[src/design/rbm_pkg.sv]
`timescale 1ns / 1ps

package rbm_pkg;

	localparam int MOD_BITS     = 20;
	localparam int REG_BITS     = 20;
	localparam int CHAR_BITS    = 8;
	localparam int BLOCK_BASE   = 1000;
	localparam int CFG_IDX_BITS = 2;

	// bit counter of the serial multiplier
	localparam int STEP_BITS = $clog2(MOD_BITS);
	// quotient bits of a MOD_BITS value divided by the block base
	localparam int QUOT_BITS = MOD_BITS - $clog2(BLOCK_BASE) + 1;

	// reciprocal of the block base, scaled by 2**RECIP_SHIFT and rounded up;
	// exact over the whole MOD_BITS input range
	localparam int RECIP_SHIFT = MOD_BITS + $clog2(BLOCK_BASE);
	localparam int RECIP_BITS  = RECIP_SHIFT - $clog2(BLOCK_BASE) + 1;
	localparam longint RECIP_MUL =
		((longint'(1) << RECIP_SHIFT) + longint'(BLOCK_BASE) - 1) / longint'(BLOCK_BASE);

	typedef logic [MOD_BITS-1:0]     mod_word_t;
	typedef logic [REG_BITS-1:0]     reg_word_t;
	typedef logic [CHAR_BITS-1:0]    char_t;
	typedef logic [CFG_IDX_BITS-1:0] cfg_idx_t;

	// register indexes
	localparam cfg_idx_t CFG_MODULUS  = CFG_IDX_BITS'(0);
	localparam cfg_idx_t CFG_PUB_EXP  = CFG_IDX_BITS'(1);
	localparam cfg_idx_t CFG_PRIV_EXP = CFG_IDX_BITS'(2);

	// mode codes
	localparam logic MODE_ENCRYPT = 1'b0;
	localparam logic MODE_DECRYPT = 1'b1;

	// register reset values
	localparam mod_word_t RST_MODULUS  = MOD_BITS'(506503);
	localparam reg_word_t RST_PUB_EXP  = REG_BITS'(7);
	localparam reg_word_t RST_PRIV_EXP = REG_BITS'(216463);

endpackage

[src/design/rsa_block_modexp.sv]
`timescale 1ns / 1ps

// textbook rsa on two-character blocks. an item is taken when start is high and busy is low;
// in encrypt mode the characters are packed as first*1000+second and raised to the public
// exponent, in decrypt mode cipher_in is raised to the private exponent, both modulo the
// configured modulus, and a decrypted value is split into quotient and remainder by 1000.
// the result shows for exactly one cycle with done high and cannot be held off by the
// receiver, so it must be captured on that edge. the exponentiation runs on one bit-serial
// modular multiplier that takes one multiplier bit per cycle; it first reduces the base
// modulo the modulus, then squares for each exponent bit and multiplies for each set one,
// and in decrypt mode the split by 1000 uses a reciprocal multiply. a modulus below two
// gives a result of zero.
// registers are written through the cfg channel, which is ready only while the block is
// idle; index 3 is ignored.
module rsa_block_modexp (
	input  logic                 clk,
	input  logic                 arst_n,
	// item channel
	input  logic                 start,
	output logic                 busy,
	input  logic                 mode,
	input  rbm_pkg::char_t       first_char,
	input  rbm_pkg::char_t       second_char,
	input  rbm_pkg::mod_word_t   cipher_in,
	// result
	output logic                 done,
	output rbm_pkg::mod_word_t   cipher_out,
	output rbm_pkg::char_t       plain_first,
	output rbm_pkg::char_t       plain_second,
	// register writes
	input  logic                 cfg_valid,
	output logic                 cfg_ready,
	input  rbm_pkg::cfg_idx_t    cfg_index,
	input  rbm_pkg::reg_word_t   cfg_data
);
	import rbm_pkg::*;

	typedef enum logic [2:0] {
		S_IDLE,
		S_RED,   // base modulo modulus
		S_BIT,   // pick the next exponent bit
		S_MUL,   // acc * sq
		S_SQR,   // sq * sq
		S_FIN,   // encrypt result, or quotient by the block base
		S_DIV    // remainder by the block base and the split result
	} state_t;

	state_t              state_q;

	// configuration registers
	mod_word_t           modulus_q;
	reg_word_t           pub_exp_q;
	reg_word_t           priv_exp_q;

	// working registers
	logic                mode_q;
	reg_word_t           exp_q;
	mod_word_t           acc_q;
	mod_word_t           sq_q;
	mod_word_t           prod_q;
	mod_word_t           mul_b_q;
	logic [STEP_BITS-1:0] step_q;
	mod_word_t           rem_q;
	logic [QUOT_BITS-1:0] quot_q;

	// result registers
	logic                done_q;
	mod_word_t           cipher_out_q;
	char_t               plain_first_q;
	char_t               plain_second_q;

	// shared multiplier datapath
	mod_word_t           mul_a;
	mod_word_t           addend;
	logic [MOD_BITS:0]   mod_ext;
	logic [MOD_BITS:0]   dbl;
	logic [MOD_BITS:0]   dbl_red;
	logic [MOD_BITS:0]   sum;
	logic [MOD_BITS:0]   sum_red;
	mod_word_t           mul_res;

	// split datapath
	logic [MOD_BITS+RECIP_BITS-1:0] recip_prod;
	logic [QUOT_BITS-1:0] quot_calc;
	mod_word_t           quot_back;
	mod_word_t           rem_calc;

	mod_word_t           pack_base;
	logic                mod_small;
	logic                last_step;

	assign busy         = (state_q != S_IDLE);
	assign cfg_ready    = (state_q == S_IDLE);
	assign done         = done_q;
	assign cipher_out   = cipher_out_q;
	assign plain_first  = plain_first_q;
	assign plain_second = plain_second_q;

	// two characters packed into one block value
	assign pack_base = mod_word_t'(first_char) * mod_word_t'(BLOCK_BASE)
		+ mod_word_t'(second_char);
	assign mod_small = (modulus_q[MOD_BITS-1:1] == '0);
	assign last_step = (step_q == '0);

	// interleaved modular multiply: prod = 2*prod + b_bit*a, reduced modulo the modulus
	always_comb begin
		case (state_q)
			S_RED:   mul_a = mod_word_t'(1);
			S_MUL:   mul_a = acc_q;
			default: mul_a = sq_q;
		endcase
		addend  = mul_b_q[MOD_BITS-1] ? mul_a : '0;
		mod_ext = {1'b0, modulus_q};
		dbl     = {prod_q, 1'b0};
		dbl_red = (dbl >= mod_ext) ? (dbl - mod_ext) : dbl;
		sum     = dbl_red + {1'b0, addend};
		sum_red = (sum >= mod_ext) ? (sum - mod_ext) : sum;
		mul_res = sum_red[MOD_BITS-1:0];
	end

	// quotient by the block base from a reciprocal multiply, remainder from the quotient
	always_comb begin
		recip_prod = (MOD_BITS + RECIP_BITS)'(acc_q) * (MOD_BITS + RECIP_BITS)'(RECIP_MUL);
		quot_calc  = recip_prod[RECIP_SHIFT +: QUOT_BITS];
		quot_back  = mod_word_t'(quot_q) * mod_word_t'(BLOCK_BASE);
		rem_calc   = rem_q - quot_back;
	end

	always_ff @(posedge clk or negedge arst_n) begin
		if (!arst_n) begin
			modulus_q  <= RST_MODULUS;
			pub_exp_q  <= RST_PUB_EXP;
			priv_exp_q <= RST_PRIV_EXP;
		end else if (cfg_valid && cfg_ready) begin
			case (cfg_index)
				CFG_MODULUS:  modulus_q  <= cfg_data[MOD_BITS-1:0];
				CFG_PUB_EXP:  pub_exp_q  <= cfg_data;
				CFG_PRIV_EXP: priv_exp_q <= cfg_data;
				default: ;
			endcase
		end
	end

	always_ff @(posedge clk or negedge arst_n) begin
		if (!arst_n) begin
			state_q        <= S_IDLE;
			mode_q         <= MODE_ENCRYPT;
			exp_q          <= '0;
			acc_q          <= '0;
			sq_q           <= '0;
			prod_q         <= '0;
			mul_b_q        <= '0;
			step_q         <= '0;
			rem_q          <= '0;
			quot_q         <= '0;
			done_q         <= 1'b0;
			cipher_out_q   <= '0;
			plain_first_q  <= '0;
			plain_second_q <= '0;
		end else begin
			done_q <= 1'b0;
			case (state_q)
				S_IDLE: begin
					if (start) begin
						mode_q  <= mode;
						exp_q   <= (mode == MODE_DECRYPT) ? priv_exp_q : pub_exp_q;
						mul_b_q <= (mode == MODE_DECRYPT) ? cipher_in : pack_base;
						prod_q  <= '0;
						step_q  <= STEP_BITS'(MOD_BITS - 1);
						if (mod_small) begin
							// every power is zero
							acc_q   <= '0;
							state_q <= S_FIN;
						end else begin
							acc_q   <= mod_word_t'(1);
							state_q <= S_RED;
						end
					end
				end
				S_RED: begin
					prod_q  <= mul_res;
					mul_b_q <= mul_b_q << 1;
					step_q  <= step_q - 1'b1;
					if (last_step) begin
						sq_q    <= mul_res;
						state_q <= S_BIT;
					end
				end
				S_BIT: begin
					prod_q  <= '0;
					step_q  <= STEP_BITS'(MOD_BITS - 1);
					mul_b_q <= sq_q;
					if (exp_q == '0) begin
						state_q <= S_FIN;
					end else if (exp_q[0]) begin
						state_q <= S_MUL;
					end else begin
						state_q <= S_SQR;
					end
				end
				S_MUL: begin
					prod_q  <= mul_res;
					mul_b_q <= mul_b_q << 1;
					step_q  <= step_q - 1'b1;
					if (last_step) begin
						acc_q   <= mul_res;
						prod_q  <= '0;
						step_q  <= STEP_BITS'(MOD_BITS - 1);
						mul_b_q <= sq_q;
						state_q <= S_SQR;
					end
				end
				S_SQR: begin
					prod_q  <= mul_res;
					mul_b_q <= mul_b_q << 1;
					step_q  <= step_q - 1'b1;
					if (last_step) begin
						sq_q    <= mul_res;
						exp_q   <= exp_q >> 1;
						state_q <= S_BIT;
					end
				end
				S_FIN: begin
					if (mode_q == MODE_DECRYPT) begin
						rem_q   <= acc_q;
						quot_q  <= quot_calc;
						state_q <= S_DIV;
					end else begin
						cipher_out_q   <= acc_q;
						plain_first_q  <= '0;
						plain_second_q <= '0;
						done_q         <= 1'b1;
						state_q        <= S_IDLE;
					end
				end
				S_DIV: begin
					cipher_out_q   <= '0;
					plain_first_q  <= quot_q[CHAR_BITS-1:0];
					plain_second_q <= rem_calc[CHAR_BITS-1:0];
					done_q         <= 1'b1;
					state_q        <= S_IDLE;
				end
				default: begin
					state_q <= S_IDLE;
				end
			endcase
		end
	end

endmodule

[config.mk]
export PLATFORM = sky130hd
export DESIGN_NAME = rsa_block_modexp
export DESIGN_NICKNAME = d
export VERILOG_FILES = /design/src/design/rbm_pkg.sv /design/src/design/rsa_block_modexp.sv
export SDC_FILE = /design/constraint.sdc
export NUM_CORES = 1
export LEC_CHECK = 0
export BUFFER_PORTS_ARGS = -buffer_cell sky130_fd_sc_hd__buf_4
export CORE_MARGIN = 4
export CORE_UTILIZATION = 64
export DETAILED_ROUTE_END_ITERATION = 10
export PLACE_DENSITY_LB_ADDON = 0.12
export RECOVER_POWER = 25
export REMOVE_ABC_BUFFERS = 1
export SYNTH_ARGS = -nofsm -noshare
export SYNTH_HDL_FRONTEND = slang
export SYNTH_SLANG_ARGS = --single-unit
[constraint.sdc]
create_clock -name clk -period 8.8 [get_ports clk]
set_input_delay 2.64 -clock clk [delete_from_list [all_inputs] [get_ports clk]]
set_output_delay 2.64 -clock clk [all_outputs]
set_load 0.02 [all_outputs]
==> metrics.cfg <==
[critical_path]
reg2reg_depth = 24
critPathRequiredTime_ns = 9.22
r2r-end = acc_q[8]
worstSetupPathType = reg -> reg
crit_family = compound AO/OA/AOI/OAI gates
reg2reg_slack_ns = 1.19
critical_path_buf_inv_count = 2
r2r_start = modulus_q[1]
cp_cell_sequence = inv_1 > ha_1 > nor2b_1 > o31ai_1 > a21oi_1 > a21oi_1 > a21o_1 > mux2_2 > ha_1 > a211oi_1 > o21ai_1 > a31oi_1 > o31ai_1 > a21oi_1 > xor2_1 > inv_1 > ha_1 > nor2b_1 > or3b_1 > o21ai_1 > o21ai_1 > a41oi_2 > nand2_2 > o311ai_0
cp.arrival_ns = 8.03
critical_path.max_stage_delay_ns = 0.64
cp-end-kind = flop
slowest_stage = a41oi_2
start_kind = flop
critPathMaxFanout = 18

[placement]
dp_hpwl_um = 42100
routabilityCongestion = 1.00
port-buffer-count = 101

[run_status]
status = complete, but fails checks
violations = capacitance limit, slew limit

[floorplanning]
num_io_pins = 102
rows = 64
start_util_pct = 65.5
die_area_um2 = 34500
fp.dieH_um = 186
core_um2 = 30900
die_x_um = 186

[logic_synthesis]
synth_fa_ha_area_share_pct = 28.1
synthCells = 2164
synth_top_area_share_pct = 24.2
syn_area_per_cell_um2 = 9.36
yosysMostFrequentCell = ha_1
yosysTopAreaCell = dfrtp_1
ys_top_cells_by_area = dfrtp_1 24%, ha_1 17%, fa_1 11%, inv_1 4.8%, o21ai_0 3.6%
synth_warnings = 0
synth-seq-cells = 222
synthXorXnorAreaFrac_pct = 3.59
synth_top_family_by_area = adder cells
muxShareOfSynthArea_pct = 4.26
synth_edf_count = 0
synthTopCellsByCount = 276 x ha_1, 258 x inv_1, 196 x dfrtp_1
synthDistinctLibCells = 81
async_reset_ff_share_pct = 100
synth-compound-area-share_pct = 18.2
syn_area_um2 = 20200
synth_flop_cell = dfrtp_1
synthSimpleGateAreaFrac_pct = 11.7
ys_seq_area_share_pct = 27.6

[timing]
period_share_pct = 86.5
min_period_ns = 7.61
rsz0062_at_grt = no
timing.fmax_ghz = 0.131
fin_tns_setup_ns = 0
worst_slew_pin_slew_ns = 4.28
max_slew_margin_pct = -185
skew_ns = 0.0369
slew_violations = 115
hold_viol = 0
setup_viol = 0

[final_layout]
diodes = 0
drive_gt1_share_pct = 12.0
multiInputGateArea_um2 = 13400
syn_to_final_growth_pct = 9.93
nets = 2675
nFillCells = 2383
regArea_um2 = 5590

[worst_hold_path]
worstHoldEndpoint = mul_b_q[2]
hold_depth = 2
hold_path.class = reg -> reg
hold_path_startpoint = mul_b_q[2]

[clocking]
cts_sinks = 222
cts_buffers = 26
cts_root_buf = clkbuf_16
clkSlewWorstSetupHoldPaths_ns = 0.06
cts_hold_buf = 0
cts.htree.levels = 1
post_cts_buffers = 0
tritoncts = yes
cts_resized = 0
clock_insertion_delay_worst_skew_ns = 0.58
ctsLongestPathBuffers = 3

[global_routing]
gr-usage-met3_pct = 3.62
grt_first_pass_wirelength_um = 87900
grt-ovfl-total = 0
grt_max_degree = 84
grt_pass1_vias = 16499
met1_usage_pct = 44.5
busiest_layer = met2
track_usage_pct = 32.0
antenna_found_initial = 0
use_met2_pct = 52.1

[drt]
drc_errors = 0
route.detailed.wl_per_inst_um = 20.9
via_count = 16600
drt-initial-drc-count = 1447
firstDrtPassIters = 6
antenna_left = 0
vias_per_cell = 6.29
drt_wl_total_um = 55200

[flow_run]
drv_cap = 2

## tightest hold or removal path: stages (launching register included)
cell	delay, ns
dfrtp_1	0.35
nand2_1	0.05
o21ai_0	0.06
## registers in the layout, indices dropped and copies added, names as in the netlist
name	count
plain_first	8
done	1
step_q	5
quot_q	8
mode_q	1
plain_second	8
acc_q	20
priv_exp_q	20
exp_q	20
mul_b_q	20
sq_q	20
pub_exp_q	20
cipher_out	20
modulus_q	20
prod_q	20
rem_q	8
state_q	3
## worst max path at each step
stage	start	endpoint	cells past startpoint
final	modulus_q[1]	acc_q[8]	24
after global routing	modulus_q[1]	acc_q[8]	24
after CTS	modulus_q[1]	acc_q[8]	24
after detailed placement	modulus_q[1]	prod_q[19]	27
after global placement	first_char[0]	mul_b_q[17]	16
after floorplan	modulus_q[18]	prod_q[10]	25
## final cells by class
type | count | share of cell area (%)
well taps | 396 | 2.23
inverters | 259 | 4.37
clock inverters | 9 | 0.804
clock buffers | 39 | 3.37
repair buffers | 121 | 4.00
multi-input cells | 1594 | 60.1
flip-flops and latches | 222 | 25.1
## layer usage
layer	wire length [µm]	vias to the layer above
met5	0	-
met4	2430	0
met3	3580	114
met2	25800	622
met1	23400	8097
li1	-	7767
## cells in the final DEF (no fill, tap or decap), drive strengths merged, types with 12 or more instances in the layout
cell / instances
dfstp: 26
or3: 12
dfrtp: 196
o311ai: 15
ha: 276
xnor2: 46
buf: 116
nor3: 24
nand2: 180
o31ai: 14
a31o: 16
nand2b: 23
mux2: 54
nand4: 18
xor2: 37
a22o: 32
o21ai: 153
a21boi: 27
nor2: 85
mux2i: 25
o21a: 21
a21oi: 104
fa: 112
nor2b: 13
o211ai: 23
a21o: 41
inv: 259
nor4: 17
and3: 22
clkbuf: 44
nand3: 65
and2: 14
## stage by stage
step / utilization (%) / worst slack, ns / cells / instance area, µm² / hold WS, ns
after floorplan: - / 1.08 / 2075 / 19900 / 0.447
after global placement: 69.1 / 1.58 / 2592 / 21400 / 0.464
after detailed placement: 69.1 / 1.39 / 2592 / 21400 / 0.474
after CTS: 72.1 / 1.34 / 2640 / 22300 / 0.491
after global routing: 72.0 / 0.631 / 2640 / 22300 / 0.496
final: 72.0 / 1.19 / 2640 / 22300 / 0.490
## cell families (layout without fill, tap and decap cells)
family                   Yosys count  in the layout
buffers and inverters            348            428
flip-flops                       222            222
adder cells (fa/ha/maj)          388            388
AND/OR/NAND/NOR                  495            495
multiplexers                      79             79
AO/OA/AOI/OAI                    549            549
XOR/XNOR                          83             83
Power is left out: the tool's default activity adds up to more than one toggle a clock period on the data nets, which glitch-free logic cannot reach.
